### src/hw/rtl/ptpd_pkg.sv
// ----------------------------------------------------------------------------
// ptpd_pkg
// Shared types and constants of the periodic task priority dispatcher.
// ----------------------------------------------------------------------------
package ptpd_pkg;

  localparam int MAX_TASKS_DEF = 8;
  localparam int JOB_SLOTS_DEF = 8;

  localparam logic CMD_LOAD = 1'b0;
  localparam logic CMD_TICK = 1'b1;

  localparam logic [1:0] ST_RUN  = 2'd0;
  localparam logic [1:0] ST_IDLE = 2'd1;
  localparam logic [1:0] ST_MISS = 2'd2;
  localparam logic [1:0] ST_LOAD = 2'd3;

  typedef struct packed {
    logic        command;
    logic [2:0]  task_index;
    logic [15:0] task_period;
    logic [15:0] task_offset;
    logic [15:0] task_deadline;
    logic [15:0] task_exec_time;
  } cmd_t;

  typedef struct packed {
    logic [1:0] status;
    logic [2:0] running_task;
    logic       queue_overflow;
  } result_t;

  typedef struct packed {
    logic [15:0] period;
    logic [15:0] offset;
    logic [15:0] deadline;
    logic [15:0] exec_time;
  } task_t;

  typedef struct packed {
    logic [32:0] prio;
    logic [32:0] abs_deadline;
    logic [15:0] remaining;
    logic [2:0]  task_id;
    logic [15:0] seq;
  } job_t;

endpackage

### src/hw/rtl/periodic_task_priority_dispatcher_top.sv
// ----------------------------------------------------------------------------
// periodic_task_priority_dispatcher_top
// Tick scheduler: task table and job store in registered-read memories.
// ----------------------------------------------------------------------------
// Channel  | Handshake          | Payload
// cmd      | start & !busy      | cmd (ptpd_pkg::cmd_t)
// result   | done strobe        | result (ptpd_pkg::result_t)
// cfg      | cfg_valid&cfg_ready| cfg_data (priority_mode)
//
// On a tick each task is read from memory and checked in the read, check
// and next-task states, and a task that passes the check goes on through a
// 32-step restoring remainder unit and the insert; the head search reads the
// job memory one slot at a time, in a read and a compare state per slot.
// Reset clears valid bits at once. The receiver cannot stall.
// ----------------------------------------------------------------------------
module periodic_task_priority_dispatcher_top #(
  parameter int MAX_TASKS = ptpd_pkg::MAX_TASKS_DEF,
  parameter int JOB_SLOTS = ptpd_pkg::JOB_SLOTS_DEF
) (
  input  logic              clk,
  input  logic              rst,
  input  logic              start,
  output logic              busy,
  input  ptpd_pkg::cmd_t    cmd,
  output logic              done,
  output ptpd_pkg::result_t result,
  input  logic              cfg_valid,
  output logic              cfg_ready,
  input  logic              cfg_data
);

  localparam int TW = (MAX_TASKS > 1) ? $clog2(MAX_TASKS) : 1;
  localparam int SW = (JOB_SLOTS > 1) ? $clog2(JOB_SLOTS) : 1;
  localparam int TC = $clog2(MAX_TASKS + 1);
  localparam int SC = $clog2(JOB_SLOTS + 1);

  localparam logic [3:0] S_IDLE  = 4'd0;
  localparam logic [3:0] S_LOAD  = 4'd1;
  localparam logic [3:0] S_TRD   = 4'd2;
  localparam logic [3:0] S_TCHK  = 4'd3;
  localparam logic [3:0] S_DIV   = 4'd4;
  localparam logic [3:0] S_INS   = 4'd5;
  localparam logic [3:0] S_TNEXT = 4'd6;
  localparam logic [3:0] S_HRD   = 4'd7;
  localparam logic [3:0] S_HCMP  = 4'd8;
  localparam logic [3:0] S_HRD2  = 4'd9;
  localparam logic [3:0] S_UPD   = 4'd10;
  localparam logic [3:0] S_DONE  = 4'd11;

  logic [3:0] state;
  logic       mode;
  logic [31:0] now;
  logic [15:0] ins_seq;
  ptpd_pkg::cmd_t cmd_q;

  logic [MAX_TASKS-1:0] task_valid;
  logic [JOB_SLOTS-1:0] job_valid;
  ptpd_pkg::task_t task_mem [MAX_TASKS];
  ptpd_pkg::job_t  job_mem  [JOB_SLOTS];
  ptpd_pkg::task_t task_rd;
  ptpd_pkg::job_t  job_rd;

  logic          task_we;
  logic [TW-1:0] task_wa;
  logic [TW-1:0] task_ra;
  logic          job_we;
  logic [SW-1:0] job_wa;
  logic [SW-1:0] job_ra;
  ptpd_pkg::job_t job_wd;

  logic [TC-1:0] ti;
  logic [SC-1:0] si;
  logic [31:0]   diff;
  logic [15:0]   rem;
  logic [4:0]    dcnt;
  logic          overflow;
  logic          have_best;
  logic [SW-1:0] best;
  logic [32:0]   best_prio;
  logic [15:0]   best_age;

  logic [16:0] rem_sh;
  logic [16:0] rem_sub;
  logic [15:0] cand_age;
  logic [32:0] abs_dl;
  logic        free_found;
  logic [SW-1:0] free_slot;

  assign busy      = (state != S_IDLE);
  assign cfg_ready = 1'b1;

  always_ff @(posedge clk) begin
    if (task_we) task_mem[task_wa] <= {cmd_q.task_period, cmd_q.task_offset,
                                       cmd_q.task_deadline, cmd_q.task_exec_time};
    task_rd <= task_mem[task_ra];
  end

  always_ff @(posedge clk) begin
    if (job_we) job_mem[job_wa] <= job_wd;
    job_rd <= job_mem[job_ra];
  end

  // Restoring remainder step: shift in one bit of the difference.
  assign rem_sh  = {rem, diff[31]};
  assign rem_sub = rem_sh - {1'b0, task_rd.period};
  assign abs_dl  = {1'b0, now} + {17'd0, task_rd.deadline};
  assign cand_age = ins_seq - job_rd.seq;

  always_comb begin
    free_found = 1'b0;
    free_slot  = '0;
    for (int s = JOB_SLOTS - 1; s >= 0; s--) begin
      if (!job_valid[s]) begin
        free_found = 1'b1;
        free_slot  = SW'(s);
      end
    end
  end

  always_comb begin
    task_we = (state == S_LOAD) && (32'(cmd_q.task_index) < 32'(MAX_TASKS));
    task_wa = TW'(cmd_q.task_index);
    task_ra = TW'(ti);
    job_ra  = (state == S_HRD2 || state == S_UPD) ? best : SW'(si);
    job_we  = 1'b0;
    job_wa  = free_slot;
    job_wd.prio         = mode ? abs_dl : {17'd0, task_rd.period};
    job_wd.abs_deadline = abs_dl;
    job_wd.remaining    = (task_rd.exec_time == 16'd0) ? 16'd1 : task_rd.exec_time;
    job_wd.task_id      = 3'(ti);
    job_wd.seq          = ins_seq;
    if (state == S_INS && free_found) job_we = 1'b1;
    if (state == S_UPD && job_rd.abs_deadline > {1'b0, now}) begin
      job_we = 1'b1;
      job_wa = best;
      job_wd = job_rd;
      job_wd.remaining = job_rd.remaining - 16'd1;
    end
  end

  always_ff @(posedge clk) begin
    done <= 1'b0;
    if (rst) begin
      state      <= S_IDLE;
      mode       <= 1'b0;
      now        <= '0;
      ins_seq    <= '0;
      task_valid <= '0;
      job_valid  <= '0;
    end else begin
      if (cfg_valid && cfg_ready) mode <= cfg_data;
      unique case (state)
        S_IDLE: begin
          if (start) begin
            cmd_q <= cmd;
            ti    <= '0;
            overflow <= 1'b0;
            state <= (cmd.command == ptpd_pkg::CMD_LOAD) ? S_LOAD : S_TRD;
          end
        end
        S_LOAD: begin
          if (task_we) task_valid[task_wa] <= 1'b1;
          result <= '{status: ptpd_pkg::ST_LOAD, running_task: 3'd0,
                      queue_overflow: 1'b0};
          done  <= 1'b1;
          state <= S_DONE;
        end
        S_TRD: state <= S_TCHK;
        S_TCHK: begin
          if (task_valid[TW'(ti)] && task_rd.period != 16'd0 &&
              now >= {16'd0, task_rd.offset}) begin
            diff  <= now - {16'd0, task_rd.offset};
            rem   <= '0;
            dcnt  <= '0;
            state <= S_DIV;
          end else begin
            state <= S_TNEXT;
          end
        end
        S_DIV: begin
          diff <= {diff[30:0], 1'b0};
          rem  <= rem_sub[16] ? rem_sh[15:0] : rem_sub[15:0];
          dcnt <= dcnt + 5'd1;
          if (dcnt == 5'd31) state <= S_INS;
        end
        S_INS: begin
          if (rem == 16'd0) begin
            if (free_found) begin
              job_valid[free_slot] <= 1'b1;
              ins_seq <= ins_seq + 16'd1;
            end else begin
              overflow <= 1'b1;
            end
          end
          state <= S_TNEXT;
        end
        S_TNEXT: begin
          if (32'(ti) == MAX_TASKS - 1) begin
            si <= '0;
            have_best <= 1'b0;
            state <= S_HRD;
          end else begin
            ti    <= ti + TC'(1);
            state <= S_TRD;
          end
        end
        S_HRD: state <= S_HCMP;
        S_HCMP: begin
          if (job_valid[SW'(si)] && (!have_best || job_rd.prio < best_prio ||
              (job_rd.prio == best_prio && cand_age > best_age))) begin
            have_best <= 1'b1;
            best      <= SW'(si);
            best_prio <= job_rd.prio;
            best_age  <= cand_age;
          end
          if (32'(si) == JOB_SLOTS - 1) begin
            state <= S_HRD2;
          end else begin
            si    <= si + SC'(1);
            state <= S_HRD;
          end
        end
        S_HRD2: begin
          if (have_best) begin
            state <= S_UPD;
          end else begin
            result <= '{status: ptpd_pkg::ST_IDLE, running_task: 3'd0,
                        queue_overflow: overflow};
            done  <= 1'b1;
            now   <= now + 32'd1;
            state <= S_DONE;
          end
        end
        S_UPD: begin
          if (job_rd.abs_deadline <= {1'b0, now}) begin
            result <= '{status: ptpd_pkg::ST_MISS, running_task: 3'd0,
                        queue_overflow: overflow};
          end else begin
            result <= '{status: ptpd_pkg::ST_RUN, running_task: job_rd.task_id,
                        queue_overflow: overflow};
            if (job_rd.remaining == 16'd1) job_valid[best] <= 1'b0;
          end
          done  <= 1'b1;
          now   <= now + 32'd1;
          state <= S_DONE;
        end
        S_DONE: state <= S_IDLE;
        default: state <= S_IDLE;
      endcase
    end
  end

endmodule

### config.mk
export PLATFORM = sky130hd
export DESIGN_NAME = periodic_task_priority_dispatcher_top
export DESIGN_NICKNAME = d
export VERILOG_FILES = /design/src/hw/rtl/ptpd_pkg.sv /design/src/hw/rtl/periodic_task_priority_dispatcher_top.sv
export SDC_FILE = /design/constraint.sdc
export NUM_CORES = 2
export LEC_CHECK = 0
export BUFFER_PORTS_ARGS = -buffer_cell sky130_fd_sc_hd__buf_2
export CORE_ASPECT_RATIO = 0.9
export CORE_MARGIN = 1.5
export CORE_UTILIZATION = 40
export DETAILED_ROUTE_END_ITERATION = 10
export GPL_ROUTABILITY_DRIVEN = 0
export GPL_TIMING_DRIVEN = 0
export HOLD_SLACK_MARGIN = 0.12
export RECOVER_POWER = 25
export REMOVE_ABC_BUFFERS = 1
export SYNTH_ARGS = -nofsm -noshare
export SYNTH_HDL_FRONTEND = slang
export SYNTH_SLANG_ARGS = --single-unit
### constraint.sdc
create_clock -name clk -period 14 [get_ports clk]
set_input_delay 0 -clock clk [delete_from_list [all_inputs] [get_ports clk]]
set_output_delay 0 -clock clk [all_outputs]
set_load 0.05 [all_outputs]
# [Yosys cells after proc, flatten, opt, wreduce, memory -nomap -nowiden]
# Memory sizes are Yosys's and may differ from the RTL's. A register that Yosys moved wholly into a read port is not among the register bits.
# Index checks and enable logic that the tools add are counted.
[word_totals] register_bits=258 ram_bits=1320 out_inout_bits=9 word_cells=198 memories=2
[mem_list] memory="job_mem" words=8 word_bits=101 read_ports=1 rd_ports_with_merged_regs=1 write_ports=1 line_no="periodic_task_priority_dispatcher_top.sv:59" rtl="ptpd_pkg::job_t job_mem [JOB_SLOTS];"
[mem_list] memory="task_mem" words=8 word_bits=64 read_ports=1 rd_ports_with_merged_regs=1 write_ports=1 line_no="periodic_task_priority_dispatcher_top.sv:58" rtl="ptpd_pkg::task_t task_mem [MAX_TASKS];"
[classes] addsub=10 order_cmp=13 eq_ne=28 mux=77 bitwise_logic=5 n_reduce_logical=38
[op_table] operator="case mux 32 bit (2 select lines)" n=2
[op_table] operator="two-way mux 101 bit" n=1
[op_table] operator="two-way mux 32 bit" n=2
[op_table] operator="two-way mux 16 bit" n=3
[op_table] operator="case mux 4 bit (10 select lines)" n=1
[op_table] operator="adder 32 x 16 -> 33 bit" n=1
[op_table] operator="== test 33 bit" n=1
[op_table] operator="> comparator 33 x 32 -> 1 bit" n=1
[op_table] operator="less-or-equal comparator 33 x 32 -> 1 bit" n=1
[op_table] operator="less-than comparator 33 bit" n=1
[op_table] operator="two-way mux 3 bit" n=11
[op_table] operator="two-way mux 33 bit" n=1
[op_table] operator="adder 32 x 1 -> 32 bit (second input constant)" n=1
[op_table] operator=">= comparator 32 x 16 -> 1 bit" n=1
[op_table] operator="logical NOT 16 bit" n=2
[op_table] operator="two-way mux 8 bit" n=4
[op_table] operator="case mux 16 bit (2 select lines)" n=1
[op_table] operator="subtractor 32 x 16 -> 32 bit" n=1
[op_table] operator="two-way mux 4 bit" n=7
[op_table] operator="two-way mux 1 bit" n=26
[op_table] operator="== test 4 x 3 -> 1 bit (second input constant)" n=6
[op_table] operator="inequality test 2 bit (second input constant)" n=11
[op_table] operator="less-than comparator 3 x 4 -> 1 bit (second input constant)" n=5
[op_table] operator="case mux 6 bit (3 select lines)" n=1
[op_table] operator="other kinds (40)" n=79

# [Logic depth before layout (Yosys ltp)]
[depth] depth_word=16 mapped_depth=19 depth_no_buf=19

# [Worst setup path before layout]
# OpenSTA, ideal clock, no wires.
[synth_timing] path_type="register -> register" from="register ins_seq[0]" to="register best[0] (enable)" setup_time_ns=0.540 arrival_ns=7.145 t_required_ns=13.460 path_slack_ns=6.316 path_stages_with_launch=18 n_path_buf=0 cell_sequence="dfxtp_1 > inv_1 > ha_1 > fa_1 > nor2b_1 > o21a_1 > o21ai_0 > a21oi_1 > o2111ai_1 > a31oi_1 > or4_1 > nand3_1 > ha_1 > nand4_1 > a2111oi_0 > a211oi_1 > o41a_1 > a211oi_1"
[synth_between] elab_chain_len=6
[synth_lines] element="from (decl)" line_no="periodic_task_priority_dispatcher_top.sv:53" rtl="logic [15:0] ins_seq;"
[synth_lines] element="from (signal assigned)" line_no="periodic_task_priority_dispatcher_top.sv:190" rtl="ins_seq <= ins_seq + 16'd1;"
[synth_lines] element="subtractor 16 bit" line_no="periodic_task_priority_dispatcher_top.sv:107" rtl="assign cand_age = ins_seq - job_rd.seq;"
[synth_lines] element="net cand_age[14]" line_no="periodic_task_priority_dispatcher_top.sv:84" rtl="logic [15:0] cand_age;"
[synth_lines] element="> comparator 16 bit" line_no="periodic_task_priority_dispatcher_top.sv:210" rtl="(job_rd.prio == best_prio && cand_age > best_age))) begin"
[synth_lines] element="logical AND 1 bit" line_no="periodic_task_priority_dispatcher_top.sv:210"
[synth_lines] element="logical OR 1 bit" line_no="periodic_task_priority_dispatcher_top.sv:209" rtl="if (job_valid[SW'(si)] && (!have_best || job_rd.prio < best_prio ||"
[synth_lines] element="logical AND 1 bit" line_no="periodic_task_priority_dispatcher_top.sv:209"
[synth_lines] element="AND reduction 3 bit (no line)"
[synth_lines] element="to (signal assigned)" line_no="periodic_task_priority_dispatcher_top.sv:212" rtl="best <= SW'(si);"
[synth_lines] element="to (decl)" line_no="periodic_task_priority_dispatcher_top.sv:78" rtl="logic [SW-1:0] best;"
# The timed path passes the listed nets, and every way through them passes these cells.
# A chain may end at the register's enable or synchronous reset.

# [Worst setup path in the final report]
[layout_timing] from="register now[17]" to="memory job_mem[3][86] (netlist name) (enable)"
[layout_between] elab_chain_len=5
[layout_lines] element="from (decl)" line_no="periodic_task_priority_dispatcher_top.sv:52" rtl="logic [31:0] now;"
[layout_lines] element="from (signal assigned)" line_no="periodic_task_priority_dispatcher_top.sv:230" rtl="now <= now + 32'd1;"
[layout_lines] element="from (signal assigned)" line_no="periodic_task_priority_dispatcher_top.sv:244" rtl="now <= now + 32'd1;"
[layout_lines] element="> comparator 33 x 32 -> 1 bit (*)" line_no="periodic_task_priority_dispatcher_top.sv:133" rtl="if (state == S_UPD && job_rd.abs_deadline > {1'b0, now}) begin"
[layout_lines] element="logical AND 1 bit (*)" line_no="periodic_task_priority_dispatcher_top.sv:133"
[layout_lines] element="two-way mux 1 bit" line_no="periodic_task_priority_dispatcher_top.sv:133"
[layout_lines] element="two-way mux 1 bit" line_no="periodic_task_priority_dispatcher_top.sv:99" rtl="if (job_we) job_mem[job_wa] <= job_wd;"
[layout_lines] element="two-way mux 1 bit (implied by the code)" line_no="periodic_task_priority_dispatcher_top.sv:99"
[layout_lines] element="to (decl)" line_no="periodic_task_priority_dispatcher_top.sv:59"
# Mark *: on every way between the ends. The rest lies on a longest branch, timed or not.

==> run_results.csv <==
group,metric,value,unit
finish,fin_cells,6839,
placed_design,place_area,76410,sq um
logic_synthesis,synth-async-reset-ratio,0,%
global_routing,grt_max_degree,67,
pwr,p_switching,0.003132,W
sta,fmax,0.1728,GHz
logic_synthesis,synth_seq_cells,1743,
clock_tree,htree_levels,4,
sta,fin_crit,5785,ps
clock_tree,postCtsSetupBuffers,0,
drt,drt_iter0_markers,2933,
critical_path,critPathSlowestCell,"a31o_4",
clock_tree,cts_tree,"yes",
pwr,p_leak,27.97,nW
logic_synthesis,syn-instance-count,4003,
placed_design,place_inst,6367,
pwr,p_clk_share,37.0,%
logic_synthesis,synth_area_leaders,"edfxtp_1 (65%), mux4_2 (11%), dfxtp_1 (6.7%)",
critical_path,crit_path_frequent_cell,"buf_16",
pwr,power_frac_comb,13.6,%
pwr,seqPwrFrac,49.4,%
status,violations,"max-capacitance violations, max-slew violations",
critical_path,cp_cell_sequence,"inv_1, ha_1, a21o_1, a21o_1, a21oi_1, o21ai_0, a211oi_1, a31o_4, buf_16, mux2i_1, nor2_4, buf_16, buf_16, buf_16, buf_16",
status,status,"finished, violations left",
pwr,finalPower,0.01275,W
logic_synthesis,ys.warnings.count,0,
finish,drive_gt1_share,21.89,%
floorplan,die_height,400.1,microns
drt,postRouteWirelength,151.0,mm
logic_synthesis,synth_area_per_cell,17.50,sq um
critical_path,worstPathArrival,6280,ps
floorplan,die_w,444.2,microns
global_routing,grt_overflow,0,
pwr,cellPowerDensity,153.0,nW/um^2
finish,fin_util,47.92,%
global_routing,grt_pass1_wl,230.3,mm
critical_path,startpoint_type,"flip-flop",
sta,hold_violations,0,
floorplan,coreArea,173800,sq um
sta,min_period_over_period,41.32,%
sta,slew_violations,138,
finish,final_cell_area,83290,sq um
logic_synthesis,synth_area,70070,sq um
pwr,intPower,0.009615,W
drt,viasPerCell,5.314,
critical_path,cp_max_fo,66,
clock_tree,root_buffer,"clkbuf_16",
sta,slew_headroom,-58.62,%
logic_synthesis,ys_seq_area_share,71.34,%
clock_tree,ctsResizeCount,0,
drt,routed-via-count,36344,
drt,first_pass_iters,6,
drt,ant_nets,0,
pwr,peakVddDrop,0.0001110,V
placed_design,place.detailed.hpwl,99.64,mm
critical_path,cp-end-kind,"flip-flop",
logic_synthesis,synth.distinct_cells,89,
pwr,power.share.switching,24.57,%
critical_path,setup.worst_path.class,"flip-flop to flip-flop",
min_path,min_path_type,"primary input to flip-flop",
logic_synthesis,yosysTopAreaCellShare,64.63,%
critical_path,worstPathRequired,14500,ps
floorplan,start_util,40.31,%
run,drv_cap,7,
sta,rsz0062_at_grt,"false",
placed_design,dp_slack,8234,ps
clock_tree,cts_buffers,177,
sta,setup_violations,0,
placed_design,io_buffers,80,
floorplan,pin_count,82,
global_routing,first_global_vias,36914,
global_routing,grt_use_total,17.13,%
critical_path,reg2reg_depth,15,
sta,skew,26.77,ps
clock_tree,max-clock-path-buffers,3,
logic_synthesis,synth_ff_type,"edfxtp_1",
finish,areaGrowthSynthToFinish,18.87,%
floorplan,rows,145,
sta,tightest_slew,2319,ps
sta,setup_slack,8215,ps
floorplan,die-area,177700,sq um
logic_synthesis,synth_edf_count,1508,
clock_tree,clock_latency,810,ps
min_path,hold_depth,4,
global_routing,antenna_found_initial,3,
drt,route.detailed.drc,0,
clock_tree,path_clk_slew,60,ps
critical_path,crit_path_max_incr_delay,860,ps
drt,wl_per_cell,22.08,microns
finish,final_nets,4640,
clock_tree,cts_sinks,1743,
logic_synthesis,synth_area_leader_cell,"edfxtp_1",
## power by group through the flow
stage / logic (W) / clock network, W / registers [W]
final: 0.00173 / 0.00472 / 0.00630
after global routing: 0.00190 / 0.00503 / 0.00633
after CTS: 0.00180 / 0.00484 / 0.00630
after detailed placement: 0.00175 / 0 / 0.00641
after global placement: 0.00188 / 0 / 0.00653
after floorplan: 0.00129 / 0 / 0.00639
## area by class of cell
class                      instances  area, sq um
timing repair buffer             384         5051
tap                             2278         2850
clock buffer                     246         4898
fill                           14368        90510
clock inverter                    82        957.2
antenna                            1        2.502
sequential                      1743        49990
inverter                         160        600.6
multi-input combinational       1945        18940
## state kept, by name, summed over array words and instances, names as in the netlist, 32 cells and up
signal	count
job_mem	808
task_mem	512
job_rd	101
cmd_q	64
task_rd	64
best_prio	33
diff	32
now	32
## cell usage in the layout, fill, tap and decap left out, drive strengths merged, types with 19 or more instances in the layout
cell,instances
edfxtp,1508
mux4,334
clkbuf,273
dfxtp,235
nand2,231
buf,214
nor2,191
mux2,169
inv,166
ha,152
dlygate4sd3,143
a21oi,124
o21ai,121
xnor2,95
clkinv,59
nand4,45
nor3,45
nand3,42
a21o,38
mux2i,29
nor4,28
and3,26
xor2,26
a211oi,24
nor2b,23
nand2b,19
## worst paths after layout
check                                           endpoint  slack [ps]                 start
worst min register to register    best_prio[3]$_DFFE_PP_         460    job_rd[71]$_DFF_P_
worst min-delay path             ins_seq[3]$_SDFFE_PP0P_         330                   rst
worst max register to register  job_mem[3][86]$_DFFE_PP_        8210  now[17]$_SDFFE_PP0P_
worst max-delay path            job_mem[3][86]$_DFFE_PP_        8210  now[17]$_SDFFE_PP0P_
## kinds of logic after synthesis
family | Yosys count | synth area share, %
buffers and inverters | 315 | 1.784
other | 1 | 0.005352
adders and majority gates | 156 | 2.829
DFF | 1743 | 71.34
and+or+nand+nor | 711 | 4.852
muxes | 532 | 13.87
AOI/OAI and AO/OA | 424 | 3.811
xor gates and xnor gates | 121 | 1.512
## timing repair
| action | in CTS | in global routing |
|---|---|---|
| hold buffers | 143 | 0 |
| endpoints found under the setup margin | 0 | 0 |
| endpoints found under the hold margin | 153 | 0 |
## per-stage QoR
step | hold WS, ps | TNS [ps]
after floorplan | 69.07 | -688630
after global placement | 176.2 | -7844540
after CTS | 302.6 | 0
final | 334.0 | 0
after detailed placement | 178.1 | 0
after global routing | 344.7 | 0
## cell usage after synthesis (all sizes together), types with 5 or more instances
cell     instances
nand3           42
nand2b          19
mux4           334
inv            156
dfxtp          235
or3             17
mux2           169
a211oi          24
edfxtp        1508
a2111oi          6
xnor2           95
a31oi           17
nand4           45
buf             51
o211ai          14
and2            12
a21oi          124
nor3            45
nor2           191
mux2i           29
o21a            13
clkbuf         104
o41ai            6
xor2            26
o21bai           5
or2              5
nor4            28
nand2          231
o31a             6
o31ai           13
o21ai          121
a21o            38
ha             152
nor2b           23
and4             6
and3            26
## critical path: cells and delay by family, from the launching register on
kind / cells / cell delay [ps]
and+or+nand+nor: 1 / 630
adders and majority gates: 1 / 270
DFF: 1 / 610
AOI/OAI and AO/OA: 6 / 2220
buffers and inverters: 6 / 1390
muxes: 1 / 240
## metal layers
| layer | vias to the layer above | part of all wire [%] | global-route usage, % |
|---|---|---|---|
| met3 | 211 | 4.6 | 2.721 |
| li1 | 16601 | - | - |
| met5 | - | 0 | 0 |
| met2 | 822 | 47 | 27.72 |
| met1 | 18710 | 46 | 23.98 |
| met4 | 0 | 2.4 | 5.119 |
(Power assumes the default switching activity.)
